===== src/fir_linear_convolution_unit_macros.svh =====
// assertion macros used by the convolution unit back end rtl
`ifndef FIR_LINEAR_CONVOLUTION_UNIT_MACROS_SVH
`define FIR_LINEAR_CONVOLUTION_UNIT_MACROS_SVH

// same-cycle implication, sampled on clk, off while rst_n is low
`define FLC_ASSERT_IMPLIES(label, ante, cons, msg) \
    label: assert property (@(posedge clk) disable iff (!rst_n) (ante) |-> (cons)) \
        else $error(msg);

// next-cycle implication, sampled on clk, off while rst_n is low
`define FLC_ASSERT_NEXT(label, ante, cons, msg) \
    label: assert property (@(posedge clk) disable iff (!rst_n) (ante) |=> (cons)) \
        else $error(msg);

`endif


===== src/flc_pkg.sv =====
// shared constants, types and helpers of the convolution unit
`default_nettype none

package flc_pkg;

    // tap store size, a power of two so history pointers wrap by themselves
    localparam int MAX_TAPS    = 32;
    localparam int TAP_W       = $clog2(MAX_TAPS);
    localparam int CNT_W       = $clog2(MAX_TAPS + 1);

    // field widths
    localparam int CFG_W       = 6;
    localparam int IDX_W       = 5;
    localparam int SAMPLE_W    = 16;
    localparam int PROD_W      = 32;
    localparam int SUM_W       = 37;

    // command queue between front and back
    localparam int QUEUE_DEPTH = 2;
    localparam int QPTR_W      = $clog2(QUEUE_DEPTH);
    localparam int QCNT_W      = $clog2(QUEUE_DEPTH + 1);

    typedef enum logic {
        OP_LOAD   = 1'b0,
        OP_SAMPLE = 1'b1
    } op_t;

    typedef struct packed {
        op_t                         op;
        logic [IDX_W-1:0]            tap_index;
        logic signed [SAMPLE_W-1:0]  value;
        logic                        first;
        logic                        last;
    } cmd_t;

    typedef enum logic [1:0] {
        ST_IDLE,
        ST_MAC,
        ST_DRAIN,
        ST_EMIT
    } back_state_t;

    // taps in use: zero acts as one, anything above the store acts as full
    function automatic logic [CNT_W-1:0] taps_in_use(input logic [CFG_W-1:0] tc);
        logic [CNT_W-1:0] m;
        m = CNT_W'(tc);
        if (tc == '0)
        begin
            m = CNT_W'(1);
        end
        else if (int'(tc) > MAX_TAPS)
        begin
            m = CNT_W'(MAX_TAPS);
        end
        return m;
    endfunction

endpackage

`default_nettype wire


===== src/flc_in_if.sv =====
// command channel: coefficient loads and sample pushes
`default_nettype none

interface flc_in_if import flc_pkg::*; ();
    logic                       valid;
    logic                       ready;
    logic                       cmd;
    logic [IDX_W-1:0]           tap_index;
    logic signed [SAMPLE_W-1:0] sample_or_coef;
    logic                       first;
    logic                       last;

    modport source (output valid, cmd, tap_index, sample_or_coef, first, last, input ready);
    modport sink   (input valid, cmd, tap_index, sample_or_coef, first, last, output ready);
endinterface

`default_nettype wire


===== src/flc_out_if.sv =====
// result channel: convolution outputs
`default_nettype none

interface flc_out_if import flc_pkg::*; ();
    logic                    valid;
    logic                    ready;
    logic signed [SUM_W-1:0] conv_out;
    logic                    out_last;

    modport source (output valid, conv_out, out_last, input ready);
    modport sink   (input valid, conv_out, out_last, output ready);
endinterface

`default_nettype wire


===== src/flc_cfg_if.sv =====
// configuration write channel for the tap count register
`default_nettype none

interface flc_cfg_if import flc_pkg::*; ();
    logic             valid;
    logic             ready;
    logic [CFG_W-1:0] tap_count;

    modport source (output valid, tap_count, input ready);
    modport sink   (input valid, tap_count, output ready);
endinterface

`default_nettype wire


===== src/flc_front.sv =====
// front end: takes requests, classifies them, holds the tap count register
`default_nettype none

module flc_front import flc_pkg::*; (
    input  wire logic              clk,
    input  wire logic              rst_n,
    flc_in_if.sink                 item,
    flc_cfg_if.sink                cfg,
    output logic                   push_valid,
    input  wire logic              push_ready,
    output cmd_t                   push_data,
    output logic [CNT_W-1:0]       taps
);

    logic [CFG_W-1:0] tap_count_reg;

    // tap count register, always writable
    assign cfg.ready = 1'b1;

    always_ff @(posedge clk or negedge rst_n)
    begin
        if (!rst_n)
        begin
            tap_count_reg <= CFG_W'(1);
        end
        else if (cfg.valid)
        begin
            tap_count_reg <= cfg.tap_count;
        end
    end

    assign taps = taps_in_use(tap_count_reg);

    // classify the request; flags mean nothing on a load
    always_comb
    begin
        push_data.op        = item.cmd ? OP_SAMPLE : OP_LOAD;
        push_data.tap_index = item.tap_index;
        push_data.value     = item.sample_or_coef;
        push_data.first     = item.cmd & item.first;
        push_data.last      = item.cmd & item.last;
    end

    assign push_valid = item.valid;
    assign item.ready = push_ready;

endmodule

`default_nettype wire


===== src/flc_queue.sv =====
// short command queue between front and back
`default_nettype none

module flc_queue import flc_pkg::*; (
    input  wire logic clk,
    input  wire logic rst_n,
    input  wire logic push_valid,
    output logic      push_ready,
    input  cmd_t      push_data,
    output logic      pop_valid,
    input  wire logic pop_ready,
    output cmd_t      pop_data
);

    cmd_t              slot_reg [QUEUE_DEPTH];
    logic [QPTR_W-1:0] wr_ptr_reg;
    logic [QPTR_W-1:0] rd_ptr_reg;
    logic [QCNT_W-1:0] count_reg;
    logic [QCNT_W-1:0] count_next;
    logic              push;
    logic              pop;

    assign push_ready = (count_reg != QCNT_W'(QUEUE_DEPTH));
    assign pop_valid  = (count_reg != '0);
    assign pop_data   = slot_reg[rd_ptr_reg];
    assign push       = push_valid & push_ready;
    assign pop        = pop_valid & pop_ready;

    // occupancy
    always_comb
    begin
        count_next = count_reg;
        if (push && !pop)
        begin
            count_next = count_reg + QCNT_W'(1);
        end
        else if (pop && !push)
        begin
            count_next = count_reg - QCNT_W'(1);
        end
    end

    // pointers and count
    always_ff @(posedge clk or negedge rst_n)
    begin
        if (!rst_n)
        begin
            wr_ptr_reg <= '0;
            rd_ptr_reg <= '0;
            count_reg  <= '0;
        end
        else
        begin
            if (push)
            begin
                wr_ptr_reg <= wr_ptr_reg + QPTR_W'(1);
            end
            if (pop)
            begin
                rd_ptr_reg <= rd_ptr_reg + QPTR_W'(1);
            end
            count_reg <= count_next;
        end
    end

    // slot storage
    always_ff @(posedge clk)
    begin
        if (push)
        begin
            slot_reg[wr_ptr_reg] <= push_data;
        end
    end

endmodule

`default_nettype wire


===== src/flc_back.sv =====
// back end: tap store, history ring and the shared multiply-accumulate loop
`default_nettype none

`include "fir_linear_convolution_unit_macros.svh"

module flc_back import flc_pkg::*; (
    input  wire logic              clk,
    input  wire logic              rst_n,
    input  wire logic              pop_valid,
    output logic                   pop_ready,
    input  cmd_t                   pop_data,
    input  wire logic [CNT_W-1:0]  taps,
    flc_out_if.source              result
);

    back_state_t state_reg, state_next;
    logic [TAP_W-1:0]  k_reg, k_next;
    logic [CNT_W-1:0]  m_reg, m_next;
    logic [TAP_W-1:0]  tail_reg, tail_next;
    logic              last_reg, last_next;
    logic [TAP_W-1:0]  wptr_reg, wptr_next;
    logic [CNT_W-1:0]  fill_reg, fill_next;

    logic signed [SAMPLE_W-1:0] hist_mem [MAX_TAPS];
    logic signed [SAMPLE_W-1:0] coef_reg [MAX_TAPS];

    logic signed [SAMPLE_W-1:0] hist_rd_reg;
    logic signed [SAMPLE_W-1:0] coef_rd_reg;
    logic                       zero_reg;
    logic                       rd_vld_reg;
    logic signed [PROD_W-1:0]   mult;
    logic signed [PROD_W-1:0]   prod_reg;
    logic                       prod_vld_reg;
    logic signed [SUM_W-1:0]    acc_reg;

    logic                       out_valid_reg;
    logic signed [SUM_W-1:0]    conv_out_reg;
    logic                       out_last_reg;

    logic                       pop;
    logic                       out_free;
    logic                       issue;
    logic                       hist_we;
    logic signed [SAMPLE_W-1:0] hist_wdata;
    logic [TAP_W-1:0]           hist_waddr;
    logic [TAP_W-1:0]           hist_raddr;
    logic                       coef_we;
    logic                       acc_clr;
    logic                       out_load;
    logic [CNT_W-1:0]           fill_inc;

    assign pop_ready  = (state_reg == ST_IDLE);
    assign pop        = pop_valid & pop_ready;
    assign out_free   = !out_valid_reg || result.ready;
    assign issue      = (state_reg == ST_MAC);
    assign hist_waddr = wptr_reg + TAP_W'(1);
    assign hist_raddr = wptr_reg - k_reg;
    assign fill_inc   = (fill_reg == CNT_W'(MAX_TAPS)) ? fill_reg : fill_reg + CNT_W'(1);

    // sequencer: next state and strobes
    always_comb
    begin
        state_next = state_reg;
        k_next     = k_reg;
        m_next     = m_reg;
        tail_next  = tail_reg;
        last_next  = last_reg;
        wptr_next  = wptr_reg;
        fill_next  = fill_reg;
        hist_we    = 1'b0;
        hist_wdata = '0;
        coef_we    = 1'b0;
        acc_clr    = 1'b0;
        out_load   = 1'b0;
        unique case (state_reg)
            ST_IDLE:
            begin
                if (pop)
                begin
                    if (pop_data.op == OP_SAMPLE)
                    begin
                        hist_we    = 1'b1;
                        hist_wdata = pop_data.value;
                        wptr_next  = hist_waddr;
                        fill_next  = pop_data.first ? CNT_W'(1) : fill_inc;
                        m_next     = taps;
                        tail_next  = pop_data.last ? TAP_W'(taps - CNT_W'(1)) : '0;
                        last_next  = pop_data.last;
                        k_next     = '0;
                        acc_clr    = 1'b1;
                        state_next = ST_MAC;
                    end
                    else
                    begin
                        coef_we = 1'b1;
                    end
                end
            end
            ST_MAC:
            begin
                k_next = k_reg + TAP_W'(1);
                if (CNT_W'(k_reg) == m_reg - CNT_W'(1))
                begin
                    state_next = ST_DRAIN;
                end
            end
            ST_DRAIN:
            begin
                if (!rd_vld_reg && !prod_vld_reg)
                begin
                    state_next = ST_EMIT;
                end
            end
            ST_EMIT:
            begin
                if (out_free)
                begin
                    out_load = 1'b1;
                    if (tail_reg != '0)
                    begin
                        // tail output: shift a zero in and run the taps again
                        hist_we    = 1'b1;
                        hist_wdata = '0;
                        wptr_next  = hist_waddr;
                        fill_next  = fill_inc;
                        tail_next  = tail_reg - TAP_W'(1);
                        k_next     = '0;
                        acc_clr    = 1'b1;
                        state_next = ST_MAC;
                    end
                    else
                    begin
                        state_next = ST_IDLE;
                    end
                end
            end
            default:
            begin
                state_next = ST_IDLE;
            end
        endcase
    end

    // control registers
    always_ff @(posedge clk or negedge rst_n)
    begin
        if (!rst_n)
        begin
            state_reg    <= ST_IDLE;
            k_reg        <= '0;
            m_reg        <= CNT_W'(1);
            tail_reg     <= '0;
            last_reg     <= 1'b0;
            wptr_reg     <= '0;
            fill_reg     <= '0;
            rd_vld_reg   <= 1'b0;
            prod_vld_reg <= 1'b0;
            out_valid_reg <= 1'b0;
        end
        else
        begin
            state_reg    <= state_next;
            k_reg        <= k_next;
            m_reg        <= m_next;
            tail_reg     <= tail_next;
            last_reg     <= last_next;
            wptr_reg     <= wptr_next;
            fill_reg     <= fill_next;
            rd_vld_reg   <= issue;
            prod_vld_reg <= rd_vld_reg;
            if (out_load)
            begin
                out_valid_reg <= 1'b1;
            end
            else if (result.ready)
            begin
                out_valid_reg <= 1'b0;
            end
        end
    end

    // tap store, cleared by reset
    always_ff @(posedge clk or negedge rst_n)
    begin
        if (!rst_n)
        begin
            for (int i = 0; i < MAX_TAPS; i++)
            begin
                coef_reg[i] <= '0;
            end
        end
        else if (coef_we)
        begin
            coef_reg[TAP_W'(pop_data.tap_index)] <= pop_data.value;
        end
    end

    // history ring; entries past the fill count read as zero
    always_ff @(posedge clk)
    begin
        if (hist_we)
        begin
            hist_mem[hist_waddr] <= hist_wdata;
        end
        hist_rd_reg <= hist_mem[hist_raddr];
        coef_rd_reg <= coef_reg[k_reg];
        zero_reg    <= !(CNT_W'(k_reg) < fill_reg);
    end

    // multiply stage
    assign mult = hist_rd_reg * coef_rd_reg;

    always_ff @(posedge clk)
    begin
        prod_reg <= zero_reg ? '0 : mult;
    end

    // accumulate stage
    always_ff @(posedge clk)
    begin
        if (acc_clr)
        begin
            acc_reg <= '0;
        end
        else if (prod_vld_reg)
        begin
            acc_reg <= acc_reg + {{(SUM_W - PROD_W){prod_reg[PROD_W-1]}}, prod_reg};
        end
    end

    // output register
    always_ff @(posedge clk)
    begin
        if (out_load)
        begin
            conv_out_reg <= acc_reg;
            out_last_reg <= last_reg && (tail_reg == '0);
        end
    end

    assign result.valid    = out_valid_reg;
    assign result.conv_out = conv_out_reg;
    assign result.out_last = out_last_reg;

    // checks
    `FLC_ASSERT_IMPLIES(a_emit_drained, out_load, !rd_vld_reg && !prod_vld_reg, "sum emitted before pipeline drained")
    `FLC_ASSERT_IMPLIES(a_tap_in_range, state_reg == ST_MAC, CNT_W'(k_reg) < m_reg, "tap index past taps in use")
    `FLC_ASSERT_NEXT(a_first_fill, pop && pop_data.op == OP_SAMPLE && pop_data.first, fill_reg == CNT_W'(1), "history not restarted on first")
    `FLC_ASSERT_IMPLIES(a_idle_empty, state_reg == ST_IDLE, !rd_vld_reg && !prod_vld_reg, "pipeline busy while idle")

endmodule

`default_nettype wire


===== src/fir_linear_convolution_unit.sv =====
// top level of the direct-form fir convolution unit
//
//   channel  role    payload
//   item     sink    cmd, tap_index, sample_or_coef, first, last
//   result   source  conv_out, out_last
//   cfg      sink    tap_count
//
// a coefficient load is written into the tap store in the back end as it leaves the queue
// each output for m taps in use, tail outputs too, is made as follows:
//   one multiply-accumulate unit walks the taps, then three pipeline stages drain
// a sample with last gives m outputs back to back through the same loop
// reset is immediate: tap store clears at once, history is ruled empty by a fill count
// a stalled result holds the back end; the front keeps taking requests until the queue fills
`default_nettype none

module fir_linear_convolution_unit import flc_pkg::*; (
    input  wire logic clk,
    input  wire logic rst_n,
    flc_in_if.sink    item,
    flc_out_if.source result,
    flc_cfg_if.sink   cfg
);

    logic             push_valid;
    logic             push_ready;
    cmd_t             push_data;
    logic             pop_valid;
    logic             pop_ready;
    cmd_t             pop_data;
    logic [CNT_W-1:0] taps;

    // request intake and tap count register
    flc_front u_front (
        .clk        (clk),
        .rst_n      (rst_n),
        .item       (item),
        .cfg        (cfg),
        .push_valid (push_valid),
        .push_ready (push_ready),
        .push_data  (push_data),
        .taps       (taps)
    );

    // decoupling queue
    flc_queue u_queue (
        .clk        (clk),
        .rst_n      (rst_n),
        .push_valid (push_valid),
        .push_ready (push_ready),
        .push_data  (push_data),
        .pop_valid  (pop_valid),
        .pop_ready  (pop_ready),
        .pop_data   (pop_data)
    );

    // execution: tap store, history and multiply-accumulate
    flc_back u_back (
        .clk       (clk),
        .rst_n     (rst_n),
        .pop_valid (pop_valid),
        .pop_ready (pop_ready),
        .pop_data  (pop_data),
        .taps      (taps),
        .result    (result)
    );

endmodule

`default_nettype wire

===== src/flat_wrapper.sv =====
// flat-port wrapper written by rule: the top's interface ports become plain ports
module fir_linear_convolution_unit_flat import flc_pkg::*;
  (clk, rst_n, item_valid, item_cmd, item_tap_index, item_sample_or_coef, item_first, item_last, item_ready, result_valid, result_conv_out, result_out_last, result_ready, cfg_valid, cfg_tap_count, cfg_ready);
  flc_in_if item_i ();
  flc_out_if result_i ();
  flc_cfg_if cfg_i ();
  input  wire logic clk;
  input  wire logic rst_n;
  input wire logic [$bits(item_i.valid)-1:0] item_valid;
  input wire logic [$bits(item_i.cmd)-1:0] item_cmd;
  input wire logic [$bits(item_i.tap_index)-1:0] item_tap_index;
  input wire logic [$bits(item_i.sample_or_coef)-1:0] item_sample_or_coef;
  input wire logic [$bits(item_i.first)-1:0] item_first;
  input wire logic [$bits(item_i.last)-1:0] item_last;
  output wire logic [$bits(item_i.ready)-1:0] item_ready;
  output wire logic [$bits(result_i.valid)-1:0] result_valid;
  output wire logic [$bits(result_i.conv_out)-1:0] result_conv_out;
  output wire logic [$bits(result_i.out_last)-1:0] result_out_last;
  input wire logic [$bits(result_i.ready)-1:0] result_ready;
  input wire logic [$bits(cfg_i.valid)-1:0] cfg_valid;
  input wire logic [$bits(cfg_i.tap_count)-1:0] cfg_tap_count;
  output wire logic [$bits(cfg_i.ready)-1:0] cfg_ready;
  assign item_i.valid = item_valid;
  assign item_i.cmd = item_cmd;
  assign item_i.tap_index = item_tap_index;
  assign item_i.sample_or_coef = item_sample_or_coef;
  assign item_i.first = item_first;
  assign item_i.last = item_last;
  assign item_ready = item_i.ready;
  assign result_valid = result_i.valid;
  assign result_conv_out = result_i.conv_out;
  assign result_out_last = result_i.out_last;
  assign result_i.ready = result_ready;
  assign cfg_i.valid = cfg_valid;
  assign cfg_i.tap_count = cfg_tap_count;
  assign cfg_ready = cfg_i.ready;
  fir_linear_convolution_unit u_core (.clk(clk), .rst_n(rst_n), .item(item_i), .result(result_i), .cfg(cfg_i));
endmodule

===== config.mk =====
export PLATFORM = sky130hd
export DESIGN_NAME = fir_linear_convolution_unit_flat
export DESIGN_NICKNAME = d
export VERILOG_FILES = /design/src/flc_pkg.sv /design/src/flc_in_if.sv /design/src/flc_out_if.sv /design/src/flc_cfg_if.sv /design/src/flc_front.sv /design/src/flc_queue.sv /design/src/flc_back.sv /design/src/fir_linear_convolution_unit.sv /design/src/flat_wrapper.sv
export VERILOG_INCLUDE_DIRS = /design/src /design/src/src
export SDC_FILE = /design/constraint.sdc
export NUM_CORES = 2
export LEC_CHECK = 0
export BUFFER_PORTS_ARGS = -buffer_cell sky130_fd_sc_hd__buf_2
export CAP_MARGIN = 15
export CORE_MARGIN = 2
export CORE_UTILIZATION = 50
export CTS_CLUSTER_DIAMETER = 80
export DETAILED_ROUTE_END_ITERATION = 16
export PLACE_DENSITY_LB_ADDON = 0.1
export SYNTH_ARGS = -nofsm -noshare
export SYNTH_HDL_FRONTEND = slang
export SYNTH_HIERARCHICAL = 1
export SYNTH_SLANG_ARGS = --single-unit

===== constraint.sdc =====
create_clock -name clk -period 7.1 [get_ports clk]
set_clock_uncertainty 0.1 [all_clocks]
set_input_delay 1.065 -clock clk [delete_from_list [all_inputs] [get_ports clk]]
set_output_delay 1.065 -clock clk [all_outputs]
set_load 0.1 [all_outputs]

==> flow_metrics.py <==
metrics = {
    "run_status": {
        "outcome": "finished, final reports clean",
    },
    "finish": {
        "final_layout_size_suffix_gt1_share_pct": 31.1,
        "final_cell_area_sq_mm": 0.0700,
        "final_cell_mix": "edfxtp_1, mux2_2, dfrtp_1, inv_1, mux4_2",
        "n_fill_cell": 10034,
        "commonest_non_fill_non_tap_cell_in_the_layout": "edfxtp_1",
        "num-nets-final": 4678,
        "seq_area_sq_mm": 0.0339,
        "multi_input_area_sq_mm": 0.0269,
        "layout-area-overhead-vs-synth_pct": 11.3,
    },
    "clock_network": {
        "cts_made_buffers": 138,
        "worst_skew_pair.late_latency_ns": 0.76,
        "cts-htree-levels": 4,
        "cts.hold.buffers_added": 0,
        "clock-root-buffer": "clkbuf_16",
        "cts-resized-gates": 0,
        "cts.reportedPaths.clkPinSlew_ns": 0.06,
        "tritoncts_num_sinks": 1255,
        "max-clock-path-buffers": 3,
        "tritoncts": "built",
        "cts_setup_buffers": 0,
    },
    "floorplanning": {
        "design.die.area_sq_mm": 0.129,
        "design.core.area_sq_mm": 0.125,
        "dieHeight_um": 359,
        "die-width_um": 359,
        "initial_core_util_pct": 50.3,
        "row_count": 130,
        "io_pins": 76,
    },
    "sta": {
        "worst-slew-pin-transition_ns": 1.24,
        "timing.final.crit_share_pct": 93.2,
        "grt_setup_unrepaired": "no",
        "fin_crit_ns": 6.62,
        "slew_violations": 0,
        "timing.fmax_mhz": 151,
        "hold_violations": 0,
        "setup_viol_count_final": 0,
        "timing.slew.headroom_pct": 17.2,
        "totalNegativeSetupSlack_ns": 0,
        "finalHoldWorstSlack_ns": 0.200,
    },
    "job": {
        "cap_viol_max_count": 0,
    },
    "detailed_routing": {
        "firstDrtPassIters": 5,
        "detailedRoute.firstIterationViolations": 2302,
        "finalWirelength_mm": 144,
        "drc": 0,
        "route.detailed.vias_per_inst": 5.64,
        "ant_nets": 0,
        "wl_per_cell_um": 24.0,
        "vias": 33867,
    },
    "yosys": {
        "postSynthAreaPerCell_sq_um": 15.1,
        "synth_edf_count": 598,
        "ys_async_sr_fraction_pct": 44.2,
        "synth_area_sq_mm": 0.0629,
        "largest_family_of_logic_cells_by_synthesized_area": "multiplexers",
        "post_synth_mux_area_share_pct": 22.3,
        "synthDistinctLibCells": 84,
        "postSynthRegisterBits": 1255,
        "synthesis.nets": 4603,
        "post_synthesis_adder_cell_area_fraction_pct": 11.2,
        "synthesis.yosys.warnings": 6,
        "syn-instance-count": 4162,
        "synth_xor_area_share_pct": 1.22,
        "synth_sequential_area_ratio_pct": 53.8,
        "yosys.area_share.simple_pct": 5.05,
        "area_fraction_in_compound_gates_after_synthesis_pct": 2.64,
        "postSynth.topFlopCell": "edfxtp_1",
    },
    "global_routing": {
        "grt_first_pass_wirelength_mm": 223,
        "grt_start_max_net_pins": 165,
        "gr-total-overflow": 0,
        "grt_antenna_before_repair": 2,
        "track_usage_pct": 22.9,
        "via_count_of_the_first_global_routing_pass": 35718,
    },
    "critical_path": {
        "maximum_single_stage_delay_on_the_critical_path_ns": 0.75,
        "crit_buf_inv": 3,
        "worst_setup_path_end_kind": "flip-flop",
        "critical_path.cell_chain": "nand2_1, inv_1, fa_1, fa_1, fa_1, fa_1, fa_1, inv_1, fa_1, inv_1, ha_1, nand4_1, or3_1, o221a_2, o31ai_1, nand2_1, a21oi_1, or3_1, a21oi_1",
        "worst_setup_path_start_kind": "flip-flop",
        "worstSetupPathType": "reg -> reg",
        "crit_path_max_delay_family": "adder cells",
        "cp_data_arrival_time_ns": 7.15,
        "cp_data_required_time_ns": 7.63,
        "crit_fanout": 16,
        "worst_path_most_repeated_cell": "fa_1",
        "slowest_stage": "dfxtp_1",
    },
    "placement": {
        "postPlaceCellArea_sq_mm": 0.0653,
        "gpl.final_weighted_congestion": 0.831,
        "dp_hpwl_mm": 91.4,
        "placement.io_buffers": 74,
    },
    "pwr": {
        "ir_worst_vdd_v": 0.000524,
        "leakagePower_nw": 29.4,
        "power_density_mw_per_mm2": 525,
    },
    "worst_hold_path": {
        "min_path_type": "in -> async",
    },
}
==> cell type report <==
class,instances,area share (%)
well taps,1650,2.95
inverters,337,1.81
multi-input cells,2319,38.4
clock buffers,205,5.66
repair buffers,186,2.13
clock inverters,49,0.674
flip-flops and latches,1255,48.4
diodes,1,0.00357
==> layer usage <==
layer  GRT usage [%]  up-vias  part of all wire [%]
li1                -    15126                     -
met1            31.2    17922                    44
met2            39.0      630                    50
met3            3.04      187                   3.7
met4            5.93        2                   2.1
met5               0        -                0.0076
==> power breakdown <==
group          switching (W)  total (W)  leakage, nW  internal [W]
clock network        0.00292    0.00696         2.17       0.00404
registers           0.000992     0.0102         13.9       0.00925
logic                 0.0110     0.0195         13.4       0.00851
total                 0.0149     0.0367         29.4        0.0218
==> through the flow <==
| step | worst slack (ns) | util [%] | cells | total power, W |
|---|---|---|---|---|
| after floorplan | 0.982 | - | 4162 | 0.0246 |
| after CTS | 0.519 | 55.7 | 5988 | 0.0371 |
| final | 0.483 | 55.9 | 6002 | 0.0367 |
| after global placement | 0.526 | 52.1 | 5734 | 0.0299 |
| after global routing | 0.0149 | 55.9 | 6001 | 0.0397 |
| after detailed placement | 0.496 | 52.1 | 5734 | 0.0300 |
==> worst paths after layout <==
check                           slack (ns)  cells after the start                           to                    startpoint
worst max-delay path                  0.48                     19   u_core/u_back/prod_reg[31]  u_core/u_back/coef_rd_reg[1]
worst min-delay path                  0.20                      1    u_core/u_queue/wr_ptr_reg                         rst_n
worst max register to register        0.48                     19   u_core/u_back/prod_reg[31]  u_core/u_back/coef_rd_reg[1]
worst min register to register        0.27                      0   u_core/u_back/prod_vld_reg      u_core/u_back/rd_vld_reg
max in group asynchronous             5.30                      2  u_core/u_back/coef_reg[427]                         rst_n
min in group clk                      0.27                      0   u_core/u_back/prod_vld_reg      u_core/u_back/rd_vld_reg
==> Yosys cell counts, types with 5 or more instances <==
master	number	area, sq um
a211oi_1	11	82.6
a21o_1	29	218
a21oi_1	71	355
a31oi_1	7	43.8
and2_1	147	920
and3_1	16	100
buf_1	32	120
buf_4	25	188
clkbuf_1	188	706
dfrtp_1	553	13800
dfxtp_1	102	2040
edfxtp_1	598	18000
fa_1	264	5290
ha_1	142	1780
inv_1	336	1260
mux2_2	553	6230
mux2_4	19	285
mux2i_1	29	290
mux4_2	320	7210
nand2_1	213	800
nand2b_1	19	119
nand3_1	20	100
nand3b_1	5	37.5
nand4_1	13	81.3
nor2_1	141	529
nor2b_1	27	169
nor3_1	24	120
o21a_1	14	105
o21ai_0	43	215
o21ai_1	6	30.0
o21bai_1	12	90.1
o22ai_1	8	50.1
o31ai_1	6	45.0
or2_2	5	31.3
or3_1	8	50.1
xnor2_1	56	490
xor2_1	32	280
==> kinds of logic (layout without fill, tap and decap cells) <==
group | after synthesis | count (layout)
multiplexers | 923 | 923
flip-flops | 1255 | 1255
AND/OR/NAND/NOR | 653 | 653
other | 1 | 2
XOR/XNOR | 88 | 88
adder cells (fa/ha/maj) | 406 | 406
buffers and inverters | 588 | 777
AO/OA/AOI/OAI | 248 | 248
Note: power is estimated with default switching activity, not from simulation.
